### config.mk
export PLATFORM = sky130hd
export DESIGN_NAME = dual_spi_sram_burst_sequencer
export DESIGN_NICKNAME = d
export VERILOG_FILES = /design/src/hdl/dssbs_pkg.sv /design/src/hdl/dssbs_core.sv /design/src/hdl/dual_spi_sram_burst_sequencer.sv
export VERILOG_INCLUDE_DIRS = /design/src /design/src/hdl
export SDC_FILE = /design/constraint.sdc
export NUM_CORES = 1
export LEC_CHECK = 0
export ABC_AREA = 1
export BUFFER_PORTS_ARGS = -buffer_cell sky130_fd_sc_hd__buf_2
export CAP_MARGIN = 20
export CELL_PAD_IN_SITES_DETAIL_PLACEMENT = 2
export CELL_PAD_IN_SITES_GLOBAL_PLACEMENT = 2
export CORE_MARGIN = 2
export CORE_UTILIZATION = 30
export CTS_CLUSTER_DIAMETER = 50
export DETAILED_ROUTE_END_ITERATION = 7
export PLACE_DENSITY = 0.74
export SKIP_LAST_GASP = 1
export SYNTH_ARGS = -nofsm -noshare
export SYNTH_HDL_FRONTEND = slang
export SYNTH_SLANG_ARGS = --single-unit
### constraint.sdc
create_clock -name clk -period 8.88 [get_ports clk]
set_input_delay 0.888 -clock clk [delete_from_list [all_inputs] [get_ports clk]]
set_output_delay 0.888 -clock clk [all_outputs]
set_load 0.05 [all_outputs]
### src/hdl/dual_spi_sram_burst_sequencer_assert.svh
// Assertion macros shared by the burst sequencer RTL.
`ifndef DUAL_SPI_SRAM_BURST_SEQUENCER_ASSERT_SVH
`define DUAL_SPI_SRAM_BURST_SEQUENCER_ASSERT_SVH

// Same-cycle implication, disabled while reset is asserted.
`define DSSBS_ASSERT_NOW(lbl, clk, rst_n, ante, cons, msg) \
  lbl: assert property (@(posedge clk) disable iff (!rst_n) (ante) |-> (cons)) \
    else $error(msg);

// Next-cycle implication, disabled while reset is asserted.
`define DSSBS_ASSERT_NEXT(lbl, clk, rst_n, ante, cons, msg) \
  lbl: assert property (@(posedge clk) disable iff (!rst_n) (ante) |=> (cons)) \
    else $error(msg);

`endif

### src/hdl/dssbs_pkg.sv
// Types, codes and constants of the dual serial SRAM burst sequencer.
`timescale 1ns / 1ps
package dssbs_pkg;

  localparam int DEF_DEVICE_WORDS  = 65536;
  localparam int DEF_ADDRESS_BYTES = 3;

  localparam logic [7:0] CMD_WRITE = 8'h02;
  localparam logic [7:0] CMD_READ  = 8'h03;
  localparam logic [7:0] FILLER    = 8'h7E;

  typedef enum logic [1:0] {
    PH_IDLE  = 2'd0,
    PH_WRITE = 2'd1,
    PH_READ  = 2'd2,
    PH_DUMMY = 2'd3
  } phase_t;

  typedef enum logic [1:0] {
    REQ_WR_START = 2'd0,
    REQ_RD_START = 2'd1,
    REQ_WR_DATA  = 2'd2,
    REQ_RX_BYTE  = 2'd3
  } req_t;

  typedef enum logic [1:0] {
    KIND_TX      = 2'd0,
    KIND_RELEASE = 2'd1,
    KIND_WORD    = 2'd2,
    KIND_ERROR   = 2'd3
  } kind_t;

  typedef struct packed {
    req_t        req_type;
    logic [17:0] word_addr;
    logic [17:0] word_count;
    logic [15:0] write_word;
    logic [7:0]  rx_byte;
  } item_t;

  typedef struct packed {
    kind_t       kind;
    logic [7:0]  tx_byte;
    logic        device_select;
    logic        read_clock_mode;
    logic [15:0] read_word;
  } result_t;

  function automatic result_t mk_res(input kind_t k, input logic [7:0] tx, input logic dev,
                                     input logic mode, input logic [15:0] word);
    result_t r;
    r.kind            = k;
    r.tx_byte         = tx;
    r.device_select   = dev;
    r.read_clock_mode = mode;
    r.read_word       = word;
    return r;
  endfunction

endpackage

### src/hdl/dssbs_core.sv
// Burst state and the per-transaction result list of the sequencer.
`timescale 1ns / 1ps
module dssbs_core
  import dssbs_pkg::*;
#(
  parameter int DEVICE_WORDS  = DEF_DEVICE_WORDS,
  parameter int ADDRESS_BYTES = DEF_ADDRESS_BYTES
) (
  input  logic                         clk,
  input  logic                         rst_n,
  input  logic                         load_i,
  input  logic                         wrap_en_i,
  input  item_t                        item_i,
  output result_t [ADDRESS_BYTES+3:0]  res_o,
  output logic [$clog2(ADDRESS_BYTES+5)-1:0] res_cnt_o
);

  `include "dual_spi_sram_burst_sequencer_assert.svh"

  localparam int MAXR    = ADDRESS_BYTES + 4;
  localparam int CNTW    = $clog2(MAXR + 1);
  localparam int IDXW    = $clog2(MAXR);
  localparam int HDR_LEN = ADDRESS_BYTES + 2;
  localparam int BAW     = 8 * ADDRESS_BYTES;
  localparam int SPW     = $clog2(2 * DEVICE_WORDS + 1);
  localparam int CW      = (SPW > 19) ? SPW : 19;
  localparam int SEGW    = (SPW < 18) ? SPW : 18;
  localparam logic [CW-1:0] SPACE_W = CW'(2 * DEVICE_WORDS);
  localparam logic [CW-1:0] SPACE_M = CW'(2 * DEVICE_WORDS - 1);
  localparam logic [CW-1:0] DEV_W   = CW'(DEVICE_WORDS);

  phase_t            phase_r, phase_nxt;
  logic              dev_r, dev_nxt;
  logic [SEGW-1:0]   seg_r, seg_nxt;
  logic [SEGW-1:0]   spill_r, spill_nxt;
  logic              upper_r, upper_nxt;
  logic [7:0]        low_r, low_nxt;

  function automatic result_t hdr_rec(input logic reading, input int k,
                                      input logic [BAW-1:0] ba, input logic dev);
    logic [BAW-1:0] sh;
    result_t        r;
    sh = ba >> (8 * (ADDRESS_BYTES - k));
    if (k == 0) begin
      r = mk_res(KIND_TX, reading ? CMD_READ : CMD_WRITE, dev, 1'b0, 16'h0);
    end else if (k <= ADDRESS_BYTES) begin
      r = mk_res(KIND_TX, sh[7:0], dev, 1'b0, 16'h0);
    end else begin
      r = mk_res(KIND_TX, FILLER, dev, 1'b0, 16'h0);
    end
    return r;
  endfunction

  always_comb begin
    phase_t          ph;
    logic            dev;
    logic [SEGW-1:0] seg;
    logic [SEGW-1:0] spill;
    logic            up;
    logic [7:0]      low;
    logic [CNTW-1:0] n;
    logic            reading;
    logic            do_end;
    logic [CW-1:0]   addr_w;
    logic [CW-1:0]   end_w;
    logic [CW-1:0]   loc;
    logic [BAW-1:0]  ba;
    ph      = phase_r;
    dev     = dev_r;
    seg     = seg_r;
    spill   = spill_r;
    up      = upper_r;
    low     = low_r;
    n       = '0;
    res_o   = '0;
    do_end  = 1'b0;
    reading = (item_i.req_type == REQ_RD_START);
    addr_w  = CW'(item_i.word_addr);
    if (wrap_en_i) begin
      addr_w = addr_w & SPACE_M;
    end
    end_w = addr_w + CW'(item_i.word_count);
    loc   = (addr_w >= DEV_W) ? addr_w - DEV_W : addr_w;
    ba    = BAW'({loc, 1'b0});

    unique case (item_i.req_type)
      REQ_WR_START, REQ_RD_START: begin
        if (ph != PH_IDLE) begin
          res_o[n[IDXW-1:0]] = mk_res(KIND_RELEASE, 8'h0, dev, 1'b0, 16'h0);
          n  = n + CNTW'(1);
          ph = PH_IDLE;
        end
        if (addr_w >= SPACE_W || end_w > SPACE_W) begin
          res_o[n[IDXW-1:0]] = mk_res(KIND_ERROR, 8'h0, 1'b0, 1'b0, 16'h0);
          n = n + CNTW'(1);
        end else begin
          dev = (addr_w >= DEV_W);
          if (!dev && end_w > DEV_W) begin
            seg   = SEGW'(DEV_W - addr_w);
            spill = SEGW'(end_w - DEV_W);
          end else begin
            seg   = SEGW'(item_i.word_count);
            spill = '0;
          end
          up  = 1'b0;
          low = 8'h0;
          for (int k = 0; k < HDR_LEN; k++) begin
            if (k <= ADDRESS_BYTES || reading) begin
              res_o[n[IDXW-1:0]] = hdr_rec(reading, k, ba, dev);
              n = n + CNTW'(1);
            end
          end
          ph     = reading ? PH_DUMMY : PH_WRITE;
          do_end = (seg == '0);
        end
      end
      REQ_WR_DATA: begin
        if (ph != PH_WRITE) begin
          res_o[n[IDXW-1:0]] = mk_res(KIND_ERROR, 8'h0, 1'b0, 1'b0, 16'h0);
          n = n + CNTW'(1);
        end else begin
          res_o[n[IDXW-1:0]] = mk_res(KIND_TX, item_i.write_word[7:0], dev, 1'b0, 16'h0);
          n = n + CNTW'(1);
          res_o[n[IDXW-1:0]] = mk_res(KIND_TX, item_i.write_word[15:8], dev, 1'b0, 16'h0);
          n      = n + CNTW'(1);
          seg    = seg - SEGW'(1);
          do_end = (seg == '0);
        end
      end
      REQ_RX_BYTE: begin
        if (ph == PH_DUMMY) begin
          ph = PH_READ;
          up = 1'b0;
          res_o[n[IDXW-1:0]] = mk_res(KIND_TX, FILLER, dev, 1'b1, 16'h0);
          n = n + CNTW'(1);
        end else if (ph != PH_READ) begin
          res_o[n[IDXW-1:0]] = mk_res(KIND_ERROR, 8'h0, 1'b0, 1'b0, 16'h0);
          n = n + CNTW'(1);
        end else if (!up) begin
          low = item_i.rx_byte;
          up  = 1'b1;
          res_o[n[IDXW-1:0]] = mk_res(KIND_TX, FILLER, dev, 1'b1, 16'h0);
          n = n + CNTW'(1);
        end else begin
          up = 1'b0;
          res_o[n[IDXW-1:0]] = mk_res(KIND_WORD, 8'h0, dev, 1'b0, {item_i.rx_byte, low});
          n   = n + CNTW'(1);
          seg = seg - SEGW'(1);
          if (seg == '0) begin
            do_end = 1'b1;
          end else begin
            res_o[n[IDXW-1:0]] = mk_res(KIND_TX, FILLER, dev, 1'b1, 16'h0);
            n = n + CNTW'(1);
          end
        end
      end
      default: begin
      end
    endcase

    if (do_end) begin
      reading = (ph == PH_READ || ph == PH_DUMMY);
      res_o[n[IDXW-1:0]] = mk_res(KIND_RELEASE, 8'h0, dev, 1'b0, 16'h0);
      n = n + CNTW'(1);
      if (spill != '0) begin
        dev   = 1'b1;
        seg   = spill;
        spill = '0;
        up    = 1'b0;
        for (int k = 0; k < HDR_LEN; k++) begin
          if (k <= ADDRESS_BYTES || reading) begin
            res_o[n[IDXW-1:0]] = hdr_rec(reading, k, '0, dev);
            n = n + CNTW'(1);
          end
        end
        ph = reading ? PH_DUMMY : PH_WRITE;
      end else begin
        ph = PH_IDLE;
      end
    end

    phase_nxt = ph;
    dev_nxt   = dev;
    seg_nxt   = seg;
    spill_nxt = spill;
    upper_nxt = up;
    low_nxt   = low;
    res_cnt_o = n;
  end

  always_ff @(posedge clk) begin
    if (!rst_n) begin
      phase_r <= PH_IDLE;
      dev_r   <= 1'b0;
      seg_r   <= '0;
      spill_r <= '0;
      upper_r <= 1'b0;
      low_r   <= 8'h0;
    end else if (load_i) begin
      phase_r <= phase_nxt;
      dev_r   <= dev_nxt;
      seg_r   <= seg_nxt;
      spill_r <= spill_nxt;
      upper_r <= upper_nxt;
      low_r   <= low_nxt;
    end
  end

  `DSSBS_ASSERT_NOW(a_active_has_words, clk, rst_n, phase_r != PH_IDLE, seg_r != '0,
    "active burst with no words left")
  `DSSBS_ASSERT_NOW(a_spill_from_dev0, clk, rst_n, spill_r != '0 && phase_r != PH_IDLE,
    dev_r == 1'b0, "spill pending outside a device 0 burst")
  `DSSBS_ASSERT_NOW(a_upper_only_reading, clk, rst_n, upper_r && phase_r != PH_IDLE,
    phase_r == PH_READ, "upper byte pending outside read data phase")

endmodule

### src/hdl/dual_spi_sram_burst_sequencer.sv
// Top level of the dual serial SRAM burst sequencer: ports, config and result queue.
//
// Channel | Direction | Handshake          | Payload
// in_     | input     | in_tvalid/tready   | tdata fields, tuser = req_type
// out_    | output    | out_tvalid/tready  | tdata fields, tuser = kind, tlast = last
// cfg_    | input     | APB, pready high   | wrap_enable at byte address 0
//
// Each transaction is registered, then expanded combinationally into 1 to ADDRESS_BYTES+4
// results; the result queue drains one result per cycle while out_tready is high. A
// write word gives 2 results and a read byte inside a segment 1 or 2, more where a
// segment ends or a start releases a burst.
// The next transaction is taken while the final result of the current one goes out.
// Synchronous active-low reset clears the queue, the burst state and sets wrap_enable.
// A stalled output holds the queue and, once the input register is full, the input.
`timescale 1ns / 1ps
module dual_spi_sram_burst_sequencer
  import dssbs_pkg::*;
#(
  parameter int DEVICE_WORDS  = DEF_DEVICE_WORDS,
  parameter int ADDRESS_BYTES = DEF_ADDRESS_BYTES
) (
  input  logic        clk,
  input  logic        rst_n,
  input  logic        in_tvalid,
  output logic        in_tready,
  // word_addr[17:0], word_count[35:18], write_word[51:36], rx_byte[59:52], zero pad
  input  logic [63:0] in_tdata,
  // req_type[1:0]
  input  logic [1:0]  in_tuser,
  output logic        out_tvalid,
  input  logic        out_tready,
  // tx_byte[7:0], device_select[8], read_clock_mode[9], read_word[25:10], zero pad
  output logic [31:0] out_tdata,
  // kind[1:0]
  output logic [1:0]  out_tuser,
  output logic        out_tlast,
  input  logic        cfg_psel,
  input  logic        cfg_penable,
  input  logic        cfg_pwrite,
  input  logic [2:0]  cfg_paddr,
  input  logic [31:0] cfg_pwdata,
  output logic [31:0] cfg_prdata,
  output logic        cfg_pready
);

  `include "dual_spi_sram_burst_sequencer_assert.svh"

  localparam int MAXR = ADDRESS_BYTES + 4;
  localparam int CNTW = $clog2(MAXR + 1);
  localparam logic REG_WRAP_ENABLE = 1'b0;

  logic                   wrap_r, wrap_nxt;
  logic                   in_valid_r, in_valid_nxt;
  item_t                  item_r;
  result_t [MAXR-1:0]     buf_r, buf_nxt;
  logic [CNTW-1:0]        cnt_r, cnt_nxt;
  result_t [MAXR-1:0]     res;
  logic [CNTW-1:0]        res_cnt;
  logic                   q_free;
  logic                   load;
  logic                   pop;
  logic                   cfg_wr;

  assign cfg_pready = 1'b1;
  assign cfg_wr     = cfg_psel & cfg_penable & cfg_pwrite & cfg_pready;
  assign wrap_nxt   = (cfg_wr && cfg_paddr[2] == REG_WRAP_ENABLE) ? cfg_pwdata[0] : wrap_r;
  assign cfg_prdata = (cfg_paddr[2] == REG_WRAP_ENABLE) ? {31'b0, wrap_r} : 32'h0;

  assign out_tvalid = (cnt_r != '0);
  assign pop        = out_tvalid & out_tready;
  assign q_free     = (cnt_r == '0) || (cnt_r == CNTW'(1) && out_tready);
  assign load       = in_valid_r & q_free;
  assign in_tready  = !in_valid_r || load;
  assign in_valid_nxt = in_tready ? in_tvalid : in_valid_r;

  assign out_tdata = {6'b0, buf_r[0].read_word, buf_r[0].read_clock_mode,
                      buf_r[0].device_select, buf_r[0].tx_byte};
  assign out_tuser = buf_r[0].kind;
  assign out_tlast = (cnt_r == CNTW'(1));

  dssbs_core #(
    .DEVICE_WORDS  (DEVICE_WORDS),
    .ADDRESS_BYTES (ADDRESS_BYTES)
  ) u_core (
    .clk       (clk),
    .rst_n     (rst_n),
    .load_i    (load),
    .wrap_en_i (wrap_r),
    .item_i    (item_r),
    .res_o     (res),
    .res_cnt_o (res_cnt)
  );

  always_comb begin
    buf_nxt = buf_r;
    cnt_nxt = cnt_r;
    if (load) begin
      buf_nxt = res;
      cnt_nxt = res_cnt;
    end else if (pop) begin
      for (int i = 0; i < MAXR - 1; i++) begin
        buf_nxt[i] = buf_r[i+1];
      end
      buf_nxt[MAXR-1] = '0;
      cnt_nxt = cnt_r - CNTW'(1);
    end
  end

  always_ff @(posedge clk) begin
    if (!rst_n) begin
      wrap_r     <= 1'b1;
      in_valid_r <= 1'b0;
      cnt_r      <= '0;
    end else begin
      wrap_r     <= wrap_nxt;
      in_valid_r <= in_valid_nxt;
      cnt_r      <= cnt_nxt;
    end
  end

  always_ff @(posedge clk) begin
    buf_r <= buf_nxt;
    if (in_tvalid && in_tready) begin
      item_r.req_type   <= req_t'(in_tuser);
      item_r.word_addr  <= in_tdata[17:0];
      item_r.word_count <= in_tdata[35:18];
      item_r.write_word <= in_tdata[51:36];
      item_r.rx_byte    <= in_tdata[59:52];
    end
  end

  `DSSBS_ASSERT_NOW(a_cnt_range, clk, rst_n, 1'b1, cnt_r <= CNTW'(MAXR),
    "result queue count out of range")
  `DSSBS_ASSERT_NOW(a_load_nonempty, clk, rst_n, load, res_cnt != '0,
    "transaction produced no result")
  `DSSBS_ASSERT_NEXT(a_load_count, clk, rst_n, load, cnt_r == $past(res_cnt),
    "result queue not loaded with the new count")

endmodule
* Word level (Yosys, flattened, before mapping)
Index checks and enable logic that the tools add are counted.
Cells by class: add/subtract/negate cells 17, order comparisons 26, equal/unequal tests 13, mux-type cells 170, bitwise logic cells 8, reduce and logical (&&, ||, !) cells 32
Operator list (count):
- two-way mux 196 bit | 23
- bitwise mux 196 bit | 11
- two-way mux 28 bit | 37
- demux 28 bit (select 3 bit) | 11
- two-way mux 18 bit | 16
- AND 26 x 182 -> 182 bit | 1
- NOT 182 bit | 1
- case mux 56 bit (3 select lines) | 1
- two-way mux 140 bit | 1
- two-way mux 3 bit | 27
- case mux 18 bit (3 select lines) | 1
- less-than comparator 3 x 4 -> 1 bit, second input constant | 11
- logical NOT 18 bit | 2
- adder 3 x 1 -> 3 bit, second input constant | 11
- greater-or-equal comparator 3 x 1 -> 1 bit, second input constant | 11
- two-way mux 8 bit | 4
- two-way mux 27 bit | 1
- two-way mux 26 bit | 1
- two-way mux 25 bit | 1
- two-way mux 1 bit | 20
- adder 18 x 18 -> 19 bit | 1
- greater-or-equal comparator 19 x 17 -> 1 bit, second input constant | 1
- greater-or-equal comparator 19 x 18 -> 1 bit, second input constant | 1
- greater-than comparator 19 x 17 -> 1 bit, second input constant | 1
- other kinds (31) | 70
Word-level totals: register bits 311, logic and storage cells 315

* Depth between registers and ports, before layout
Gate-level depths: netlist of the first run.
depth after elaboration 41, gate-level depth with buffers 45, depth with buffers taken out 44

* Modules after synthesis
Synthesis of the first run repeated with hierarchy kept, for this count alone.
Second synthesis, totals: cell total of the unflattened synthesis 2559, area, all modules 19531.2 um2
Modules (own cells, without submodules):
- dual_spi_sram_burst_sequencer | times used 1, cells each 978, area an instance 10920.5 um2, sequential area each 7847.5 um2
- dssbs_core | times used 1, cells each 1581, area an instance 8610.8 um2, sequential area each 960.9 um2

* Worst setup path after synthesis of the first run
No wires, ideal clock.
path type register to register, start register cnt_r[0], end register cnt_r[2], data arrival time 7.959 ns, required time 8.810 ns, setup slack 0.851 ns, stages on the path, launching flop included 9, period minus slack after synthesis 8.029 ns, cells stage by stage dfxtp_1 > inv_1 > ha_1 > nand2_1 > o21ai_0 > inv_1 > a21oi_1 > nand2_1 > a21oi_1
RTL lines:
- from (decl) | line dual_spi_sram_burst_sequencer.sv:56 | logic [CNTW-1:0] cnt_r, cnt_nxt;
- from (signal assigned) | line dual_spi_sram_burst_sequencer.sv:117 | cnt_r <= cnt_nxt;
- nonzero test 3 bit | line dual_spi_sram_burst_sequencer.sv:69 | assign out_tvalid = (cnt_r != '0);
- net out_tvalid | line dual_spi_sram_burst_sequencer.sv:30 | output logic out_tvalid,
- AND 1 bit | line dual_spi_sram_burst_sequencer.sv:70 | assign pop = out_tvalid & out_tready;
- nonzero test 2 bit (no line)
The timed path passes the listed nets, and every way through them passes these cells. The select of a mux whose other input is x is not followed. A chain may end at the register's enable or synchronous reset.

==> results of run 1 <==
kinds of logic (layout without fill, tap and decap cells):
family | count (synthesis) | count (layout) | synth area share
xor gates and xnor gates | 29 | 29 | 0.0191
AOI/OAI and AO/OA | 304 | 304 | 0.131
buffers and inverters | 349 | 368 | 0.124
DFF | 196 | 196 | 0.403
adders and majority gates | 38 | 38 | 0.0364
other | 2 | 39 | 0.000565
and+or+nand+nor | 901 | 901 | 0.286
sequential cells by signal (all words and copies together) (netlist names):
name,cells
wrap_r,1
out_tuser,2
u_core.seg_r,18
out_tdata,26
cnt_r,3
u_core.upper_r,1
in_valid_r,1
item_r,62
u_core.spill_r,18
u_core.low_r,8
buf_r,53
u_core.phase_r,2
u_core.dev_r,1
area by class of cell:
class | count | area, µm²
inverters | 222 | 836
clock inverters | 15 | 188
well taps | 592 | 741
flip-flops and latches | 196 | 5360
multi-input cells | 1311 | 6450
fillers | 5258 | 29300
clock buffers | 17 | 425
repair buffers | 114 | 621
report_power, final:
part	leakage (µW)	switching (µW)	internal, µW
Combinational	0.00437	1570	501
Sequential	0.00182	120	1340
Clock	0.000294	430	406
per-stage QoR:
| stage | setup WS (ns) | power (µW) | std cells | instance area [µm²] |
|---|---|---|---|---|
| detailed placement | 2.17 | 3540 | 2434 | 14000 |
| finish | 2.15 | 4360 | 2467 | 14600 |
| global route | 1.42 | 4660 | 2467 | 14600 |
| global placement | 2.44 | 3450 | 2434 | 14000 |
| CTS | 2.14 | 4400 | 2466 | 14600 |
| floorplan | 0.851 | 3000 | 1856 | 13400 |
path summary, 6_finish.rpt:
path,cells past startpoint,start,slack [ns],end
worst min register to register,2,u_core.spill_r[2],0.47,u_core.spill_r[2]
worst max register to register,39,item_r[42],2.15,out_tdata[8]
worst min-delay path,2,u_core.spill_r[2],0.47,u_core.spill_r[2]
worst max-delay path,39,item_r[42],2.15,out_tdata[8]
cell usage after synthesis (all sizes together) (2+ instances only):
library cell  count  area (µm²)
inv             220         828
a22oi             7        52.6
o22ai             8        50.1
nor2            178         719
a21oi           130         673
clkinv            2        7.51
nand3           145         746
o211ai           31         233
buf              91         671
a221oi            8        70.1
nand4            21         131
o221ai            3        26.3
a211oi            8        60.1
nand3b            3        22.5
a2111oi           2        17.5
conb              2        7.51
ha               37         463
dfxtp            53        1060
nand2           519        1980
and2              4        25.0
o2111ai           2        17.5
nor4              3        18.8
xnor2             3        26.3
a31oi             6        37.5
edfxtp          143        4290
clkbuf           36         135
nor3             26         140
xor2             26         228
o21ai            97         489
routing by layer:
metal  vias to the layer above  global-route usage
met5                         -                   0
met4                         0              0.0766
met3                        52              0.0350
li1                       6004                   -
met2                       199               0.360
met1                      6205               0.287
worst max-delay path: cells and delay by family, from the launching register on:
family | cells | cell delay, ns
and+or+nand+nor | 30 | 3.94
adders and majority gates | 4 | 1.16
buffers and inverters | 4 | 0.64
DFF | 1 | 0.47
AOI/OAI and AO/OA | 1 | 0.25
==> flow_metrics.env, run 1 <==
export IMPL_cap_violations=0
export IMPL_holdBufCountCts=0
export IMPL_slowest_delay_ns=0.47
export IMPL_clock_path_buffers=2
export IMPL_crit_fanout=12
export IMPL_start_util=0.302
export IMPL_drt_initial_drc_count=746
export IMPL_cts_max_level=4
export IMPL_finalSetupTns_ns=0
export IMPL_wl_met3_um=1440
export IMPL_n_antenna_cell=0
export IMPL_timing_worst_setup_path_type="flip-flop to flip-flop"
export IMPL_cp_arrival_ns=6.98
export IMPL_skew_ns=0.0202
export IMPL_async_flop_share=0
export IMPL_clk_latency_ns=0.51
export IMPL_tightest_slew_ns=0.944
export IMPL_rsz0062_at_grt="no"
export IMPL_final_nets=2008
export IMPL_post_cts_setup_buffer_count=0
export IMPL_layout_common_cells="nand2_1, inv_1, nor2_1"
export IMPL_first_global_vias=13100
export IMPL_yosysSeqAreaShare=0.403
export IMPL_highest_layer="met4"
export IMPL_fin_crit_sh=0.758
export IMPL_wire_per_inst_um=19.9
export IMPL_crit_path_end_kind="flip-flop"
export IMPL_grt_pass1_wl_um=76900
export IMPL_io_buffers=102
export IMPL_slew_headroom=0.367
export IMPL_rows=77
export IMPL_holdCritPathClass="flip-flop to flip-flop"
export IMPL_ant_nets=0
export IMPL_syn_inst=1819
export IMPL_syn_area_um2=13300
export IMPL_die_h_um=214
export IMPL_final_max_slew_viol_count=0
export IMPL_via_per_inst=5.05
export IMPL_cp_data_required_time_ns=9.13
export IMPL_overflow=0
export IMPL_powerDensity_nw_per_um2=299
export IMPL_cts_buffers=17
export IMPL_synth_edf_count=143
export IMPL_wirelength_met1_um=23200
export IMPL_synth_cell_types=50
export IMPL_cts_sinks=196
export IMPL_status="complete, no violations"
export IMPL_final_core_util=0.333
export IMPL_max_freq_mhz=149
export IMPL_antenna_found_initial=0
export IMPL_avgSynthCellArea_um2=7.30
export IMPL_mostFrequentLayoutCell="nand2_1"
export IMPL_die_area_um2=46000
export IMPL_synthFlopType="edfxtp_1"
export IMPL_root_buffer="clkbuf_16"
export IMPL_met2WireLength_um=23300
export IMPL_drive_gt1_frac=0.109
export IMPL_die_x_um=214
export IMPL_cpMostUsedCell="nand2_1"
export IMPL_holdWs_ns=0.472
export IMPL_grt_use_total=0.218
export IMPL_final_min_clock_period_ns=6.73
export IMPL_io_pins=178
export IMPL_gp_congestion=0.873
export IMPL_clk_pin_slew_worst_paths_ns=0.08
export IMPL_crit_slowest_cell="edfxtp_1"
export IMPL_drtPass1Iterations=5
export IMPL_drc_errors=0
export IMPL_synth_warnings=0
export IMPL_hpwl_um=37700
export IMPL_post_cts_resized=0
export IMPL_ys_ff_latch=196
export IMPL_leakagePower_uw=0.00648
export IMPL_grt_max_degree=85
export IMPL_hold_viol=0
export IMPL_cts_tree="done"
export IMPL_peakVddDrop_uv=234
export IMPL_num_vias=12500
export IMPL_coreArea_um2=43900
export IMPL_setup_viol=0
export IMPL_critPathLaunchType="flip-flop"
export IMPL_drt_wl_total_um=49200
export IMPL_area_growth_pct=10.0
(Power assumes the default switching activity.)
==> inputs of run 2 (changes only) <==
Settings changed: PLACE_DENSITY 0.74 to 0.77.
Clock period 8.88 ns to 5.48 ns, I/O delays scaled along.
==> run 2 against run 1 <==
Clock skew decreased by 0.0095 ns. Cell count increased by 5.7%. Sequential power increased by 62%.
==> flow_metrics.env, run 2 (synthesis results as in run 1) <==
export IMPL_status="complete, no violations"
export IMPL_slowest_delay_ns=0.57
export IMPL_fillers=5238
export IMPL_die_area_um2=46000
export IMPL_root_buffer="clkbuf_16"
export IMPL_final_nets=2149
export IMPL_tightest_slew_ns=0.980
export IMPL_skew_ns=0.0106
export IMPL_placed_cells=2556
export IMPL_crit_path_end_kind="flip-flop"
export IMPL_ant_nets=0
export IMPL_wire_per_inst_um=20.7
export IMPL_cts_sinks=196
export IMPL_drt_initial_drc_count=717
export IMPL_crit_fanout=7
export IMPL_die_x_um=214
export IMPL_crit_path_end="buf_r[46]"
export IMPL_cts_tree="done"
export IMPL_hp_start="in_tdata[24]"
export IMPL_final_core_util=0.364
export IMPL_via_per_inst=5.09
export IMPL_drtPass1Iterations=5
export IMPL_critPathLaunchType="flip-flop"
export IMPL_cp_arrival_ns=5.61
export IMPL_grt_pass1_wl_um=82800
export IMPL_drc_errors=0
export IMPL_gp_congestion=0.873
export IMPL_mostFrequentLayoutCell="nand2_1"
export IMPL_clk_pin_slew_worst_paths_ns=0.08
export IMPL_setup_viol=0
export IMPL_overflow=0
export IMPL_multi_input_area_um2=6740
export IMPL_holdCritPathClass="input port to flip-flop"
export IMPL_leakagePower_uw=0.00718
export IMPL_max_freq_mhz=191
export IMPL_die_h_um=214
export IMPL_first_global_vias=14200
export IMPL_placed_area_um2=14900
export IMPL_reg2reg_to="buf_r[46]"
export IMPL_peakVddDrop_uv=221
export IMPL_timing_worst_setup_path_type="flip-flop to flip-flop"
export IMPL_rows=77
export IMPL_antenna_found_initial=0
export IMPL_start_util=0.302
export IMPL_rr_startpoint="item_r[47]"
export IMPL_holdBufCountCts=0
export IMPL_drt_wl_total_um=54100
export IMPL_cp_data_required_time_ns=5.85
export IMPL_layout_common_cells="nand2_1, inv_1, nor2_1"
export IMPL_reg2reg_slack_ns=0.24
export IMPL_n_antenna_cell=0
export IMPL_fin_area_um2=16000
export IMPL_regMostFlops="item_r"
export IMPL_cap_violations=0
export IMPL_worst_slack_ns=0.240
export IMPL_fin_crit_sh=0.956
export IMPL_largest_register_ffs=62
export IMPL_cts_buffers=17
export IMPL_io_buffers=102
export IMPL_cts_max_level=4
export IMPL_grt_max_degree=69
export IMPL_dp_slack_ns=-0.0552
export IMPL_hold_viol=0
export IMPL_io_pins=178
export IMPL_regArea_um2=5360
export IMPL_final_max_slew_viol_count=0
export IMPL_clock_path_buffers=2
export IMPL_slew_headroom=0.347
export IMPL_reg2reg_depth=39
export IMPL_clk_latency_ns=0.51
export IMPL_fin_cells=2608
export IMPL_final_min_clock_period_ns=5.24
export IMPL_grt_use_total=0.234
export IMPL_powerDensity_nw_per_um2=479
export IMPL_coreArea_um2=43900
export IMPL_num_vias=13300
export IMPL_cpMostUsedCell="nand2_1"
export IMPL_hpwl_um=41000
export IMPL_drive_gt1_frac=0.202
export IMPL_worstSetupStartpoint="item_r[47]"
export IMPL_crit_slowest_cell="edfxtp_1"
export IMPL_area_growth_pct=20.3
export IMPL_holdWs_ns=0.211
run 2: cell types whose count changed in the layout (fill, tap and decap cells not counted), moves of 10 or more:
cell     before  now
nand3_1     141  129
ha_1         37   22
nand2_1     509  494
nand2_2       7   19
nand3_2       4   14
buf_4        11  145
run 2: worst min path at each step:
stage | end | depth (start not counted)
floorplan | u_core.spill_r[0] | 2
global placement | u_core.spill_r[3] | 2
detailed placement | u_core.spill_r[5] | 2
CTS | item_r[4] | 1
global route | item_r[4] | 1
finish | item_r[30] | 1
run 2: routing by layer:
layer	GRT usage	wire, µm	vias up
met3	0.0370	1720	73
li1	-	-	6290
met1	0.300	24000	6672
met4	0.0919	1590	0
met2	0.396	26700	234
met5	0	0	-
run 2: cell type report:
type,instances,area share
sequential,196,0.335
timing repair buffer,254,0.107
clock buffer,18,0.0282
clock inverter,14,0.00838
multi-input combinational,1311,0.422
inverter,222,0.0526
tap,592,0.0463
timing repair inverter,1,0.000391
run 2: report_power, final:
group	switching (µW)	internal, µW
sequential	201	2170
clock	678	628
combinational	2790	1190
run 2: stage by stage:
| stage | total power [µW] | TNS (ns) |
|---|---|---|
| detailed placement | 6140 | -0.295 |
| floorplan | 4820 | 0 |
| global placement | 5950 | 0 |
| CTS | 7510 | 0 |
| global route | 8150 | -4.04 |
| finish | 7660 | 0 |
run 2: repair_timing:
action | in CTS | in global routing
cloned | 0 | 1
hold endpoints to repair | 0 | 0
endpoints found under the setup margin | 41 | 116
buffers inserted | 1 | 18
gates resized for setup | 12 | 73
pin swaps | 0 | 20
run 2: critical path: cells and delay by family (launching register included):
kind,cells,cell delay [ns]
buffers and inverters,5,0.46
adder cells (fa/ha/maj),3,0.76
AO/OA/AOI/OAI,1,0.14
flip-flops,1,0.57
AND/OR/NAND/NOR,30,3.12
